File: src/hdl/assert_macros.svh
`ifndef ASSERT_MACROS_SVH
`define ASSERT_MACROS_SVH

// Concurrent check of a property on the rising edge of clk, idle while in reset.
`define ASSERT_CLK(lbl, prop, msg) \
    lbl: assert property (@(posedge clk) disable iff (!rst_n) (prop)) else $error(msg);

// Concurrent check that a condition implies another one on the next edge.
`define ASSERT_NEXT(lbl, ante, cons, msg) \
    lbl: assert property (@(posedge clk) disable iff (!rst_n) (ante) |=> (cons)) else $error(msg);

`endif

File: src/hdl/mdr_pkg.sv
`timescale 1ns / 1ps

package mdr_pkg;

    // Pose word, Q15.16.
    typedef logic signed [31:0] pose_t;

    // CORDIC rotation count and arctangent table depth.
    localparam int CORDIC_STEPS = 16;
    localparam int ATAN_ENTRIES = 24;

    // Bit-serial units.
    localparam int MOD_BITS = 33;
    localparam int MUL_BITS = 16;
    localparam int CNT_W    = 6;

    // Angle reduction. The offset is a multiple of two pi that makes any heading positive.
    localparam logic [32:0]        THETA_OFFSET = 33'd2147818400;
    localparam logic [19:0]        Q_TWO_PI     = 20'd411775;
    localparam logic signed [20:0] Q_TWO_PI_S   = 21'sd411775;
    localparam logic signed [20:0] Q_PI_S       = 21'sd205887;
    localparam logic signed [20:0] Q_HALF_PI_S  = 21'sd102944;

    // CORDIC start vector length in Q30.
    localparam logic signed [31:0] CORDIC_GAIN = 32'sd652032874;

    // Count scaling: counts * 65536 / 376 and heading step counts * 81920 / 3243, both
    // rounded half away from zero. The divisions work on the magnitude through a
    // reciprocal multiplication that is exact over the whole 8-bit count range. For the
    // position the divisor 376 is split into a shift by three and a division by 47.
    localparam logic [20:0] COUNT_BIAS  = 21'd23;
    localparam logic [20:0] COUNT_RECIP = 21'd1427849;
    localparam int          COUNT_SHIFT = 26;
    localparam logic [23:0] HEAD_BIAS   = 24'd1621;
    localparam logic [23:0] HEAD_RECIP  = 24'd10595048;
    localparam int          HEAD_SHIFT  = 35;

    // Wheel trim codes.
    localparam logic [1:0] TRIM_NONE = 2'd0;
    localparam logic [1:0] TRIM_DEC  = 2'd1;
    localparam logic [1:0] TRIM_INC  = 2'd2;

    // Scaled mouse count in Q16, rounded with ties away from zero.
    function automatic logic signed [15:0] count_to_q16(input logic signed [7:0] c);
        logic [7:0]  mag;
        logic [20:0] m;
        logic [41:0] p;
        logic [15:0] q;
        mag = c[7] ? 8'd0 - unsigned'(c) : unsigned'(c);
        // The multiple of 65536 keeps the shift by three exact.
        m = {mag, 13'd0} + COUNT_BIAS;
        p = 42'(m) * 42'(COUNT_RECIP);
        q = p[COUNT_SHIFT+15:COUNT_SHIFT];
        if (c[7])
            return 16'sd0 - signed'(q);
        return signed'(q);
    endfunction

    // Heading step in Q16 for a dy count, rounded with ties away from zero.
    function automatic logic signed [12:0] heading_step(input logic signed [7:0] c);
        logic [7:0]  mag;
        logic [23:0] n;
        logic [47:0] p;
        logic [12:0] q;
        mag = c[7] ? 8'd0 - unsigned'(c) : unsigned'(c);
        // The factor 81920 is 2^16 + 2^14.
        n = {mag, 16'd0} + {2'b00, mag, 14'd0} + HEAD_BIAS;
        p = 48'(n) * 48'(HEAD_RECIP);
        q = p[HEAD_SHIFT+12:HEAD_SHIFT];
        if (c[7])
            return 13'sd0 - signed'(q);
        return signed'(q);
    endfunction

    // Arctangent of 2^-i in Q16.
    function automatic logic [15:0] atan_q16(input logic [4:0] i);
        logic [15:0] v;
        case (i)
            5'd0:    v = 16'd51472;
            5'd1:    v = 16'd30385;
            5'd2:    v = 16'd16055;
            5'd3:    v = 16'd8150;
            5'd4:    v = 16'd4091;
            5'd5:    v = 16'd2047;
            5'd6:    v = 16'd1024;
            5'd7:    v = 16'd512;
            5'd8:    v = 16'd256;
            5'd9:    v = 16'd128;
            5'd10:   v = 16'd64;
            5'd11:   v = 16'd32;
            5'd12:   v = 16'd16;
            5'd13:   v = 16'd8;
            5'd14:   v = 16'd4;
            5'd15:   v = 16'd2;
            5'd16:   v = 16'd1;
            default: v = 16'd0;
        endcase
        return v;
    endfunction

endpackage

File: src/hdl/mouse_dead_reckoning_core.sv
`timescale 1ns / 1ps
`include "assert_macros.svh"

// Dead-reckoning odometry from optical-mouse motion reports. Each input transaction is
// either a motion report (dx, dy, driving) or a clear command (tuser high), and each
// produces exactly one output transaction carrying the updated pose x, y, heading
// (Q15.16, saturating) and a wheel trim code. A motion report passes in turn through the
// bit-serial reduction of the heading modulo two pi, a step that folds the angle, the
// CORDIC unit (one rotation per cycle), the bit-serial multipliers for x and y (run in
// parallel) and a commit step; a new transaction is taken only once the sequencer is back
// in idle after the commit. A clear command goes from acceptance straight to the commit.
// The commit waits while the output register still holds an untaken result, and the input
// stays closed meanwhile. A finished result waits in the output register while the next
// transaction is already being worked on.
module mouse_dead_reckoning_core
(
    input  logic         clk,
    input  logic         rst_n,
    input  logic         s_tvalid,
    output logic         s_tready,
    input  logic [23:0]  s_tdata,   // dx [7:0], dy [15:8], driving [16], zero [23:17]
    input  logic [0:0]   s_tuser,   // kind [0]
    output logic         m_tvalid,
    input  logic         m_tready,
    output logic [103:0] m_tdata    // pos_x [31:0], pos_y [63:32], heading [95:64],
                                    // trim [97:96], zero [103:98]
);

    // Sequencer states.
    localparam logic [2:0] S_IDLE   = 3'd0;
    localparam logic [2:0] S_MOD    = 3'd1;
    localparam logic [2:0] S_FOLD   = 3'd2;
    localparam logic [2:0] S_CORDIC = 3'd3;
    localparam logic [2:0] S_MUL    = 3'd4;
    localparam logic [2:0] S_DONE   = 3'd5;

    // Saturate a 33-bit sum to the pose range.
    function automatic mdr_pkg::pose_t sat33(input logic signed [32:0] v);
        mdr_pkg::pose_t r;
        if (v[32] != v[31])
            r = v[32] ? 32'sh8000_0000 : 32'sh7FFF_FFFF;
        else
            r = v[31:0];
        return r;
    endfunction

    logic [2:0]                    state_reg, state_next;
    logic [mdr_pkg::CNT_W-1:0]     cnt_reg, cnt_next;
    logic                          kind_reg, kind_next;
    logic                          drv_reg, drv_next;
    logic signed [7:0]             dx_reg, dx_next;
    logic signed [7:0]             dy_reg, dy_next;
    mdr_pkg::pose_t                x_acc_reg, x_acc_next;
    mdr_pkg::pose_t                y_acc_reg, y_acc_next;
    mdr_pkg::pose_t                th_acc_reg, th_acc_next;
    logic [32:0]                   mod_sh_reg, mod_sh_next;
    logic [18:0]                   r_reg, r_next;
    logic                          neg_reg, neg_next;
    logic signed [19:0]            z_reg, z_next;
    logic signed [31:0]            cx_reg, cx_next;
    logic signed [31:0]            cy_reg, cy_next;
    logic signed [47:0]            mc_x_reg, mc_x_next;
    logic signed [47:0]            mc_y_reg, mc_y_next;
    logic signed [47:0]            acc_x_reg, acc_x_next;
    logic signed [47:0]            acc_y_reg, acc_y_next;
    logic [mdr_pkg::MUL_BITS-1:0]  mp_x_reg, mp_x_next;
    logic [mdr_pkg::MUL_BITS-1:0]  mp_y_reg, mp_y_next;
    logic                          m_tvalid_reg, m_tvalid_next;
    logic [103:0]                  m_tdata_reg, m_tdata_next;

    logic                          in_fire;
    logic                          out_free;
    logic [19:0]                   mod_trial;
    logic signed [20:0]            fold_r;
    logic                          fold_neg;
    logic signed [31:0]            x_sh;
    logic signed [31:0]            y_sh;
    logic signed [19:0]            atan_s;
    logic signed [47:0]            x_ext;
    logic signed [47:0]            y_ext;
    logic signed [15:0]            adj_x;
    logic signed [15:0]            adj_y;
    logic                          mul_last;
    logic signed [47:0]            rnd_x;
    logic signed [47:0]            rnd_y;
    logic signed [12:0]            dth;
    mdr_pkg::pose_t                new_x;
    mdr_pkg::pose_t                new_y;
    mdr_pkg::pose_t                new_th;
    logic [1:0]                    trim;

    assign in_fire  = s_tvalid && s_tready;
    assign out_free = !m_tvalid_reg || m_tready;
    assign s_tready = (state_reg == S_IDLE);
    assign m_tvalid = m_tvalid_reg;
    assign m_tdata  = m_tdata_reg;

    // Datapath helpers shared by the sequencer below.
    always_comb
    begin
        // One restoring step of the modulo-two-pi reduction.
        mod_trial = {r_reg, mod_sh_reg[32]};

        // Fold the reduced angle into [-pi/2, pi/2].
        fold_r   = signed'({2'b00, r_reg});
        fold_neg = 1'b0;
        if (fold_r >= mdr_pkg::Q_PI_S)
            fold_r = fold_r - mdr_pkg::Q_TWO_PI_S;
        if (fold_r > mdr_pkg::Q_HALF_PI_S)
        begin
            fold_r   = fold_r - mdr_pkg::Q_PI_S;
            fold_neg = 1'b1;
        end
        else if (fold_r < -mdr_pkg::Q_HALF_PI_S)
        begin
            fold_r   = fold_r + mdr_pkg::Q_PI_S;
            fold_neg = 1'b1;
        end

        // CORDIC rotation operands.
        x_sh   = cx_reg >>> cnt_reg[4:0];
        y_sh   = cy_reg >>> cnt_reg[4:0];
        atan_s = signed'({4'b0000, mdr_pkg::atan_q16(cnt_reg[4:0])});

        // Sign-extended and optionally negated trig results.
        x_ext = signed'({{16{cx_reg[31]}}, cx_reg});
        y_ext = signed'({{16{cy_reg[31]}}, cy_reg});
        if (neg_reg)
        begin
            x_ext = -x_ext;
            y_ext = -y_ext;
        end
        adj_x    = mdr_pkg::count_to_q16(dx_reg);
        adj_y    = mdr_pkg::count_to_q16(dy_reg);
        mul_last = (cnt_reg == mdr_pkg::CNT_W'(mdr_pkg::MUL_BITS - 1));

        // Final rounding, pose update and trim.
        rnd_x  = acc_x_reg + 48'sd536870912;
        rnd_y  = acc_y_reg + 48'sd536870912;
        dth    = mdr_pkg::heading_step(dy_reg);
        new_x  = sat33(signed'({x_acc_reg[31], x_acc_reg})
                       + signed'({{15{rnd_x[47]}}, rnd_x[47:30]}));
        new_y  = sat33(signed'({y_acc_reg[31], y_acc_reg})
                       + signed'({{15{rnd_y[47]}}, rnd_y[47:30]}));
        new_th = sat33(signed'({th_acc_reg[31], th_acc_reg})
                       + signed'({{20{dth[12]}}, dth}));
        trim   = mdr_pkg::TRIM_NONE;
        if (drv_reg)
        begin
            if (new_th > th_acc_reg)
                trim = mdr_pkg::TRIM_DEC;
            else if (new_th < th_acc_reg)
                trim = mdr_pkg::TRIM_INC;
        end
    end

    // Sequencer and next-state logic.
    always_comb
    begin
        state_next    = state_reg;
        cnt_next      = cnt_reg;
        kind_next     = kind_reg;
        drv_next      = drv_reg;
        dx_next       = dx_reg;
        dy_next       = dy_reg;
        x_acc_next    = x_acc_reg;
        y_acc_next    = y_acc_reg;
        th_acc_next   = th_acc_reg;
        mod_sh_next   = mod_sh_reg;
        r_next        = r_reg;
        neg_next      = neg_reg;
        z_next        = z_reg;
        cx_next       = cx_reg;
        cy_next       = cy_reg;
        mc_x_next     = mc_x_reg;
        mc_y_next     = mc_y_reg;
        acc_x_next    = acc_x_reg;
        acc_y_next    = acc_y_reg;
        mp_x_next     = mp_x_reg;
        mp_y_next     = mp_y_reg;
        m_tvalid_next = m_tvalid_reg;
        m_tdata_next  = m_tdata_reg;

        // The output transaction completes.
        if (m_tvalid_reg && m_tready)
            m_tvalid_next = 1'b0;

        case (state_reg)
            S_IDLE:
            begin
                if (in_fire)
                begin
                    kind_next   = s_tuser[0];
                    dx_next     = signed'(s_tdata[7:0]);
                    dy_next     = signed'(s_tdata[15:8]);
                    drv_next    = s_tdata[16];
                    mod_sh_next = {th_acc_reg[31], th_acc_reg} + mdr_pkg::THETA_OFFSET;
                    r_next      = '0;
                    cnt_next    = '0;
                    state_next  = s_tuser[0] ? S_DONE : S_MOD;
                end
            end

            // Bit-serial reduction of the offset heading modulo two pi.
            S_MOD:
            begin
                if (mod_trial >= mdr_pkg::Q_TWO_PI)
                    r_next = 19'(mod_trial - mdr_pkg::Q_TWO_PI);
                else
                    r_next = mod_trial[18:0];
                mod_sh_next = {mod_sh_reg[31:0], 1'b0};
                cnt_next    = cnt_reg + 1'b1;
                if (cnt_reg == mdr_pkg::CNT_W'(mdr_pkg::MOD_BITS - 1))
                    state_next = S_FOLD;
            end

            S_FOLD:
            begin
                z_next     = 20'(fold_r);
                neg_next   = fold_neg;
                cx_next    = mdr_pkg::CORDIC_GAIN;
                cy_next    = '0;
                cnt_next   = '0;
                state_next = S_CORDIC;
            end

            // One CORDIC rotation per cycle.
            S_CORDIC:
            begin
                if (!z_reg[19])
                begin
                    cx_next = cx_reg - y_sh;
                    cy_next = cy_reg + x_sh;
                    z_next  = z_reg - atan_s;
                end
                else
                begin
                    cx_next = cx_reg + y_sh;
                    cy_next = cy_reg - x_sh;
                    z_next  = z_reg + atan_s;
                end
                cnt_next = cnt_reg + 1'b1;
                if (cnt_reg == mdr_pkg::CNT_W'(mdr_pkg::CORDIC_STEPS - 1))
                begin
                    cnt_next   = '0;
                    state_next = S_MUL;
                end
            end

            // Shift-add multipliers, one bit of the scaled count per cycle.
            S_MUL:
            begin
                if (cnt_reg == '0)
                begin
                    // First step loads the operands and consumes bit zero.
                    mc_x_next  = x_ext <<< 1;
                    mc_y_next  = y_ext <<< 1;
                    acc_x_next = adj_x[0] ? x_ext : '0;
                    acc_y_next = adj_y[0] ? y_ext : '0;
                    mp_x_next  = {1'b0, adj_x[15:1]};
                    mp_y_next  = {1'b0, adj_y[15:1]};
                end
                else
                begin
                    if (mp_x_reg[0])
                        acc_x_next = mul_last ? acc_x_reg - mc_x_reg : acc_x_reg + mc_x_reg;
                    if (mp_y_reg[0])
                        acc_y_next = mul_last ? acc_y_reg - mc_y_reg : acc_y_reg + mc_y_reg;
                    mc_x_next = mc_x_reg <<< 1;
                    mc_y_next = mc_y_reg <<< 1;
                    mp_x_next = {1'b0, mp_x_reg[mdr_pkg::MUL_BITS-1:1]};
                    mp_y_next = {1'b0, mp_y_reg[mdr_pkg::MUL_BITS-1:1]};
                end
                cnt_next = cnt_reg + 1'b1;
                if (mul_last)
                    state_next = S_DONE;
            end

            // Commit the pose and load the output register once it is free.
            S_DONE:
            begin
                if (out_free)
                begin
                    if (kind_reg)
                    begin
                        x_acc_next  = '0;
                        y_acc_next  = '0;
                        th_acc_next = '0;
                        m_tdata_next = '0;
                    end
                    else
                    begin
                        x_acc_next   = new_x;
                        y_acc_next   = new_y;
                        th_acc_next  = new_th;
                        m_tdata_next = {6'b0, trim, new_th, new_y, new_x};
                    end
                    m_tvalid_next = 1'b1;
                    state_next    = S_IDLE;
                end
            end

            default:
            begin
                state_next = S_IDLE;
            end
        endcase
    end

    // Registers.
    always_ff @(posedge clk or negedge rst_n)
    begin
        if (!rst_n)
        begin
            state_reg    <= S_IDLE;
            cnt_reg      <= '0;
            kind_reg     <= 1'b0;
            drv_reg      <= 1'b0;
            dx_reg       <= '0;
            dy_reg       <= '0;
            x_acc_reg    <= '0;
            y_acc_reg    <= '0;
            th_acc_reg   <= '0;
            mod_sh_reg   <= '0;
            r_reg        <= '0;
            neg_reg      <= 1'b0;
            z_reg        <= '0;
            cx_reg       <= '0;
            cy_reg       <= '0;
            mc_x_reg     <= '0;
            mc_y_reg     <= '0;
            acc_x_reg    <= '0;
            acc_y_reg    <= '0;
            mp_x_reg     <= '0;
            mp_y_reg     <= '0;
            m_tvalid_reg <= 1'b0;
            m_tdata_reg  <= '0;
        end
        else
        begin
            state_reg    <= state_next;
            cnt_reg      <= cnt_next;
            kind_reg     <= kind_next;
            drv_reg      <= drv_next;
            dx_reg       <= dx_next;
            dy_reg       <= dy_next;
            x_acc_reg    <= x_acc_next;
            y_acc_reg    <= y_acc_next;
            th_acc_reg   <= th_acc_next;
            mod_sh_reg   <= mod_sh_next;
            r_reg        <= r_next;
            neg_reg      <= neg_next;
            z_reg        <= z_next;
            cx_reg       <= cx_next;
            cy_reg       <= cy_next;
            mc_x_reg     <= mc_x_next;
            mc_y_reg     <= mc_y_next;
            acc_x_reg    <= acc_x_next;
            acc_y_reg    <= acc_y_next;
            mp_x_reg     <= mp_x_next;
            mp_y_reg     <= mp_y_next;
            m_tvalid_reg <= m_tvalid_next;
            m_tdata_reg  <= m_tdata_next;
        end
    end

    // Checks on the sequencer and the serial units.
    `ASSERT_NEXT(a_accept_leaves_idle, in_fire, state_reg != S_IDLE, "transaction not started")
    `ASSERT_CLK(a_result_from_done, $rose(m_tvalid_reg) |-> $past(state_reg) == S_DONE,
                "result loaded outside the commit state")
    `ASSERT_CLK(a_mod_below_two_pi, state_reg == S_MOD |-> {1'b0, r_reg} < mdr_pkg::Q_TWO_PI,
                "remainder left the modulo range")
    `ASSERT_CLK(a_cordic_count,
                state_reg == S_CORDIC |-> cnt_reg < mdr_pkg::CNT_W'(mdr_pkg::CORDIC_STEPS),
                "CORDIC step count overran")

endmodule
File: config.mk
export PLATFORM = sky130hd
export DESIGN_NAME = mouse_dead_reckoning_core
export DESIGN_NICKNAME = d
export VERILOG_FILES = /design/src/hdl/mdr_pkg.sv /design/src/hdl/mouse_dead_reckoning_core.sv
export VERILOG_INCLUDE_DIRS = /design/src /design/src/hdl
export SDC_FILE = /design/constraint.sdc
export NUM_CORES = 2
export LEC_CHECK = 0
export ABC_AREA = 1
export BUFFER_PORTS_ARGS = -buffer_cell sky130_fd_sc_hd__buf_2
export CAP_MARGIN = 20
export CORE_ASPECT_RATIO = 0.8
export CORE_MARGIN = 2
export CORE_UTILIZATION = 45
export DETAILED_ROUTE_END_ITERATION = 6
export GPL_TIMING_DRIVEN = 0
export PLACE_DENSITY = 0.63
export SETUP_SLACK_MARGIN = 0.1
export SKIP_CTS_REPAIR_TIMING = 1
export SLEW_MARGIN = 30
export SYNTH_ARGS = -nofsm -noshare
export SYNTH_HDL_FRONTEND = slang
export SYNTH_SLANG_ARGS = --single-unit
File: constraint.sdc
create_clock -name clk -period 28.2 [get_ports clk]
set_input_delay 2.82 -clock clk [delete_from_list [all_inputs] [get_ports clk]]
set_output_delay 2.82 -clock clk [all_outputs]
set_load 0.005 [all_outputs]
Word level (Yosys, flattened, before mapping)
Memory sizes are Yosys's and may differ from the RTL's.
Cells that the tools add are included.

word-level totals
  flip-flop bits (word level) = 589
  memory bits (read-only) = 512
  input bits = 29
  word-level logic and storage cells = 167
  memories kept = 1

memory list
  name              words  bits a word  read ports  clocked after memory_dff  write ports  RTL line       text
  (name not given)  32     16           1           0                         0            mdr_pkg.sv:78  case (i)

cells by class
  $add $sub $neg = 32
  multiply operators = 3
  $lt $le $gt $ge = 6
  equal/unequal tests = 15
  shift-type cells = 2
  muxes and demuxes = 66
  reduce and logical (&&, ||, !) cells = 19

operators by type and width
  cell                                                  count
  two-way mux 48 bit                                    12
  two-way mux 32 bit                                    11
  one-hot mux 32 bit (2 select lines)                   2
  two-way mux 98 bit                                    1
  adder 48 x 31 -> 48 bit (second input constant)       2
  adder 48 bit                                          2
  negation 32 -> 48 bit                                 2
  subtractor 48 bit                                     2
  multiplier 21 x 21 -> 42 bit (second input constant)  2
  adder 32 x 18 -> 33 bit                               2
  one-hot mux 33 bit (2 select lines)                   1
  adder 32 bit                                          2
  two-way mux 16 bit                                    4
  >>> shifter 32 x 5 -> 32 bit                          2
  subtractor 32 bit                                     2
  two-way mux 20 bit                                    3
  multiplier 24 x 21 -> 45 bit (second input constant)  1
  adder 21 x 5 -> 21 bit (second input constant)        2
  one-hot mux 20 bit (2 select lines)                   1
  two-way mux 19 bit                                    2
  one-hot mux 19 bit (2 select lines)                   1
  adder 32 x 13 -> 33 bit                               1
  adder 33 x 32 -> 33 bit (second input constant)       1
  two-way mux 33 bit                                    1
  other kinds (46)                                      81

Logic depth before layout (Yosys ltp)
  depth after elaboration = 16
  gate-level depth with buffers = 70
  depth with buffers taken out = 69

Worst setup path after synthesis
No wires, ideal clock.

  path kind = reg2reg
  start point = register dy_reg[0]
  end point = register m_tdata_reg[96] (netlist: m_tdata[96])
  library setup time = 0.121 ns
  arrival time = 11.896 ns
  path slack = 16.183 ns
  stages on the path, launching flop included = 60
  path buffers = 1
  path through = dfrtp_1 inv_1 ha_1 inv_1 nor2_1 inv_1 o21ai_0 xor2_1 inv_1 fa_1 nand2_1 nand2_1 o21ai_1 nand3_1 nand2_1 nand2_1 o21ai_0 inv_1 [24 not listed] inv_1 a31oi_1 o21ai_0 a211oi_1 o21ai_1 nand2_1 nand3_1 xor2_1 nor2_1 clkbuf_1 a21oi_1 ha_1 nand4_1 or3_1 o221a_2 o21ai_0 xnor2_1 a22o_1

on the way
  longest elaborated chain between the ends = 15
  elaborated cells between the ends (all ways) = 16
  classes of those cells = add/sub (5); mul (1); order compare (1); eq/ne (1); mux (8)

RTL lines
  element                                                     RTL line                                                          text
  from (decl)                                                 mouse_dead_reckoning_core.sv:52                                   logic signed [7:0] dy_reg, dy_next;
  from (signal assigned)                                      mouse_dead_reckoning_core.sv:346                                  dy_reg <= dy_next;
  subtractor 1 x 8 -> 8 bit                                   mdr_pkg.sv:65                                                     mag = c[7] ? 8'd0 - unsigned'(c) : unsigned'(c);
  two-way mux 8 bit (*)                                       mdr_pkg.sv:65
  adder 24 x 22 -> 24 bit (*)                                 mdr_pkg.sv:67                                                     n = {mag, 16'd0} + {2'b00, mag, 14'd0} + HEAD_BIAS;
  adder 24 x 11 -> 24 bit (*)                                 mdr_pkg.sv:67
  multiplier 24 x 21 -> 45 bit (*)                            mdr_pkg.sv:68                                                     p = 48'(n) * 48'(HEAD_RECIP);
  subtractor 1 x 13 -> 13 bit                                 mdr_pkg.sv:71                                                     return 13'sd0 - signed'(q);
  two-way mux 13 bit                                          mdr_pkg.sv:70                                                     if (c[7])
  two-way mux 13 bit (*)                                      mdr_pkg.sv:72                                                     return signed'(q);
  adder 32 x 13 -> 33 bit (*)                                 mouse_dead_reckoning_core.sv:146                                  + signed'({{20{dth[12]}}, dth}));
  two-way mux 32 bit / != test 1 bit (equally long branches)  mouse_dead_reckoning_core.sv:41, mouse_dead_reckoning_core.sv:40
  two-way mux 32 bit (*)                                      mouse_dead_reckoning_core.sv:40                                   if (v[32] != v[31])
  greater-than comparator 32 bit (*)                          mouse_dead_reckoning_core.sv:150                                  if (new_th > th_acc_reg)
  two-way mux 2 bit (*)                                       mouse_dead_reckoning_core.sv:150
  two-way mux 2 bit (*)                                       mouse_dead_reckoning_core.sv:148                                  if (drv_reg)
  two-way mux 98 bit (*)                                      mouse_dead_reckoning_core.sv:284                                  if (kind_reg)
  to (signal assigned)                                        mouse_dead_reckoning_core.sv:363                                  m_tdata_reg <= m_tdata_next;
  to (decl)                                                   mouse_dead_reckoning_core.sv:69                                   logic [103:0] m_tdata_reg, m_tdata_next;

Mark *: on every way between the ends. The rest lies on a longest branch, timed or not. The select of a mux whose other input is x is not followed.
A chain may end at the register's enable or synchronous reset.

Worst setup path after layout
Same ends and word-level chain as after synthesis.

==> results.sh <==
export IMPL_status="finished with violations"
export IMPL_violations="DRC"
export IMPL_synth_compound_area_share_pct=18.3
export IMPL_yosysMostFrequentCell="nand2_1"
export IMPL_max_slew_worst_pin_slew_ps=1090
export IMPL_crit_path_start_kind="register"
export IMPL_critical_path_max_stage_delay_ps=930
export IMPL_drcViolationCount=16
export IMPL_path_max_fanout=21
export IMPL_holdCritPathClass="register to register"
export IMPL_cts_buffers=60
export IMPL_final_layout_size_suffix_gt1_share_pct=5.44
export IMPL_crit_required_ps=28770
export IMPL_gp_congestion=1.06
export IMPL_ys_top_cells_by_area="dfrtp_1 (19%), ha_1 (15%), nand2_1 (13%), inv_1 (7.2%), a21oi_1 (6.5%)"
export IMPL_grt_antenna_before_repair=8
export IMPL_cts_tree="yes"
export IMPL_grt_usage_pct=33.2
export IMPL_grt_max_degree=85
export IMPL_async_flop_share_pct=100
export IMPL_netlist_cell_type_count=80
export IMPL_grt_pass1_wl_mm=363
export IMPL_cpMostUsedCell="nand2_1"
export IMPL_grt_pass1_vias=60100
export IMPL_finalClockSkew_ps=81.5
export IMPL_syn_inst=9253
export IMPL_die_w_um=418
export IMPL_crit_slowest_cell="dfrtp_1"
export IMPL_grt_setup_unrepaired="no"
export IMPL_cts_root_buf="clkbuf_16"
export IMPL_drv_slew=0
export IMPL_yosys_warnings=0
export IMPL_maxCapViolCount=0
export IMPL_fin_tns_setup_ps=0
export IMPL_arrival_ps=16600
export IMPL_ant_nets=0
export IMPL_initial_core_util_pct=45.4
export IMPL_area_delta_synth_final_pct=8.56
export IMPL_cts_buffer_depth=3
export IMPL_clkSinkCount=481
export IMPL_multi_input_comb_area_um2=44000
export IMPL_io_buffers=121
export IMPL_path_class="register to register"
export IMPL_synth_area_um2=61800
export IMPL_finalSetupViolCount=0
export IMPL_drt_wl_total_mm=238
export IMPL_yosys_mux_area_fraction_pct=0.275
export IMPL_insertion_delay_ps=750
export IMPL_synth_edf_count=0
export IMPL_vias=65000
export IMPL_synth_fa_ha_area_share_pct=19.7
export IMPL_fin_crit_sh_pct=56.8
export IMPL_dp_hpwl_mm=195
export IMPL_synth_top_area_cell="dfrtp_1"
export IMPL_timing_fmax_ghz=0.0624
export IMPL_relSlewSlack_pct=27.6
export IMPL_finalHoldViolations=0
export IMPL_io_pins=135
export IMPL_ys_seq_area_share_pct=19.5
export IMPL_synth_xor_area_share_pct=6.29
export IMPL_synth_top_area_share_pct=19.5
export IMPL_ys_flop_type="dfrtp_1"
export IMPL_yosys_area_share_simple_pct=26.5
export IMPL_num_rows=121
export IMPL_drt_initial_drc_count=7818
export IMPL_clk_pin_slew_ps=60
export IMPL_gr_total_overflow=0
export IMPL_htree_num_levels=2
export IMPL_vias_per_cell=5.77
export IMPL_fin_hold_ws_ps=477
export IMPL_num_fill_cells=14300
export IMPL_seqCellArea_um2=12000
export IMPL_post_route_min_period_ps=16030
export IMPL_synthTopCellsByCount="nand2_1 (2150), inv_1 (1192), a21oi_1 (797)"
export IMPL_avgRoutedWirePerCell_um=21.1
export IMPL_dr_pass1_iters=7
export IMPL_die_area_um2=140000
export IMPL_syn_area_per_cell_um2=6.68
export IMPL_n_antenna_cell=0
export IMPL_fin_nets=10400
export IMPL_core_um2=136000
export IMPL_dieHeight_um=335
export IMPL_synth_seq_cells=481
export IMPL_crit_path_end_kind="register"
export IMPL_synth_top_family_by_area="simple AND/OR/NAND/NOR gates"
-- kinds of logic (layout without fill, tap and decap cells) --
group	Yosys count	count (layout)
AOI/OAI and AO/OA	2007	2007
xor gates and xnor gates	444	444
adders and majority gates	895	895
buffers and inverters	1506	1746
DFF	481	481
muxes	17	17
other	2	7
and+or+nand+nor	3901	3901
-- cells in the final DEF, fill, tap and decap left out, drive strengths merged, types with 133 or more instances in the layout --
master / count
a21oi: 798
nor2: 819
o21ai: 676
xor2: 303
ha: 762
clkbuf: 256
dfrtp: 481
buf: 226
xnor2: 141
nor3: 144
nand3: 508
inv: 1221
nand2: 2182
fa: 133
-- worst max-delay path, delay by kind of cell (launching register included) --
| family | cells | cell delay [ps] |
|---|---|---|
| and+or+nand+nor | 24 | 3890 |
| buffers and inverters | 8 | 1600 |
| AOI/OAI and AO/OA | 14 | 3740 |
| DFF | 1 | 930 |
| xor gates and xnor gates | 3 | 1180 |
| adders and majority gates | 11 | 4550 |
-- final cells by class --
| cell class | count | share of cell area, % |
|---|---|---|
| plain buffers | 277 | 1.83 |
| clock buffers | 73 | 2.41 |
| clock inverters | 35 | 0.731 |
| inverters | 1229 | 6.88 |
| multi-input cells | 7271 | 65.6 |
| flip-flops and latches | 481 | 17.9 |
| well taps | 1783 | 3.33 |
| repair buffers | 132 | 1.28 |
-- routing by layer --
| metal | GRT usage (%) | up-vias | wire length [um] |
|---|---|---|---|
| li1 | - | 31100 | - |
| met1 | 51.7 | 30700 | 115000 |
| met2 | 45.5 | 2887 | 91100 |
| met3 | 7.39 | 275 | 26300 |
| met4 | 7.99 | 4 | 5920 |
| met5 | 0 | - | 26 |
-- metrics by stage --
stage | worst slack, ps | utilization [%] | std cells | area [um2]
finish | 12170 | 49.2 | 11300 | 67100
global route | 11070 | 49.2 | 11300 | 67100
CTS | 12430 | 49.2 | 11300 | 67100
detailed placement | 12460 | 47.7 | 11200 | 65000
global placement | 12290 | 47.5 | 11200 | 64700
floorplan | 16180 | - | 9258 | 61800
-- worst paths after layout --
path	depth (start not counted)	startpoint	slack, ps	to
max in group asynchronous	5	rst_n	24430	y_acc_reg[2]
setup / recovery	60	dy_reg[0]	12170	m_tdata[96]
hold reg to reg	2	mp_x_reg[12]	480	mp_x_reg[12]
min in group asynchronous	1	rst_n	1950	z_reg[6]
hold / removal	2	mp_x_reg[12]	480	mp_x_reg[12]
setup reg to reg	60	dy_reg[0]	12170	m_tdata[96]
Power is not shown: default switching activity piles up to over one toggle a cycle in this logic, so the estimate is an artifact.
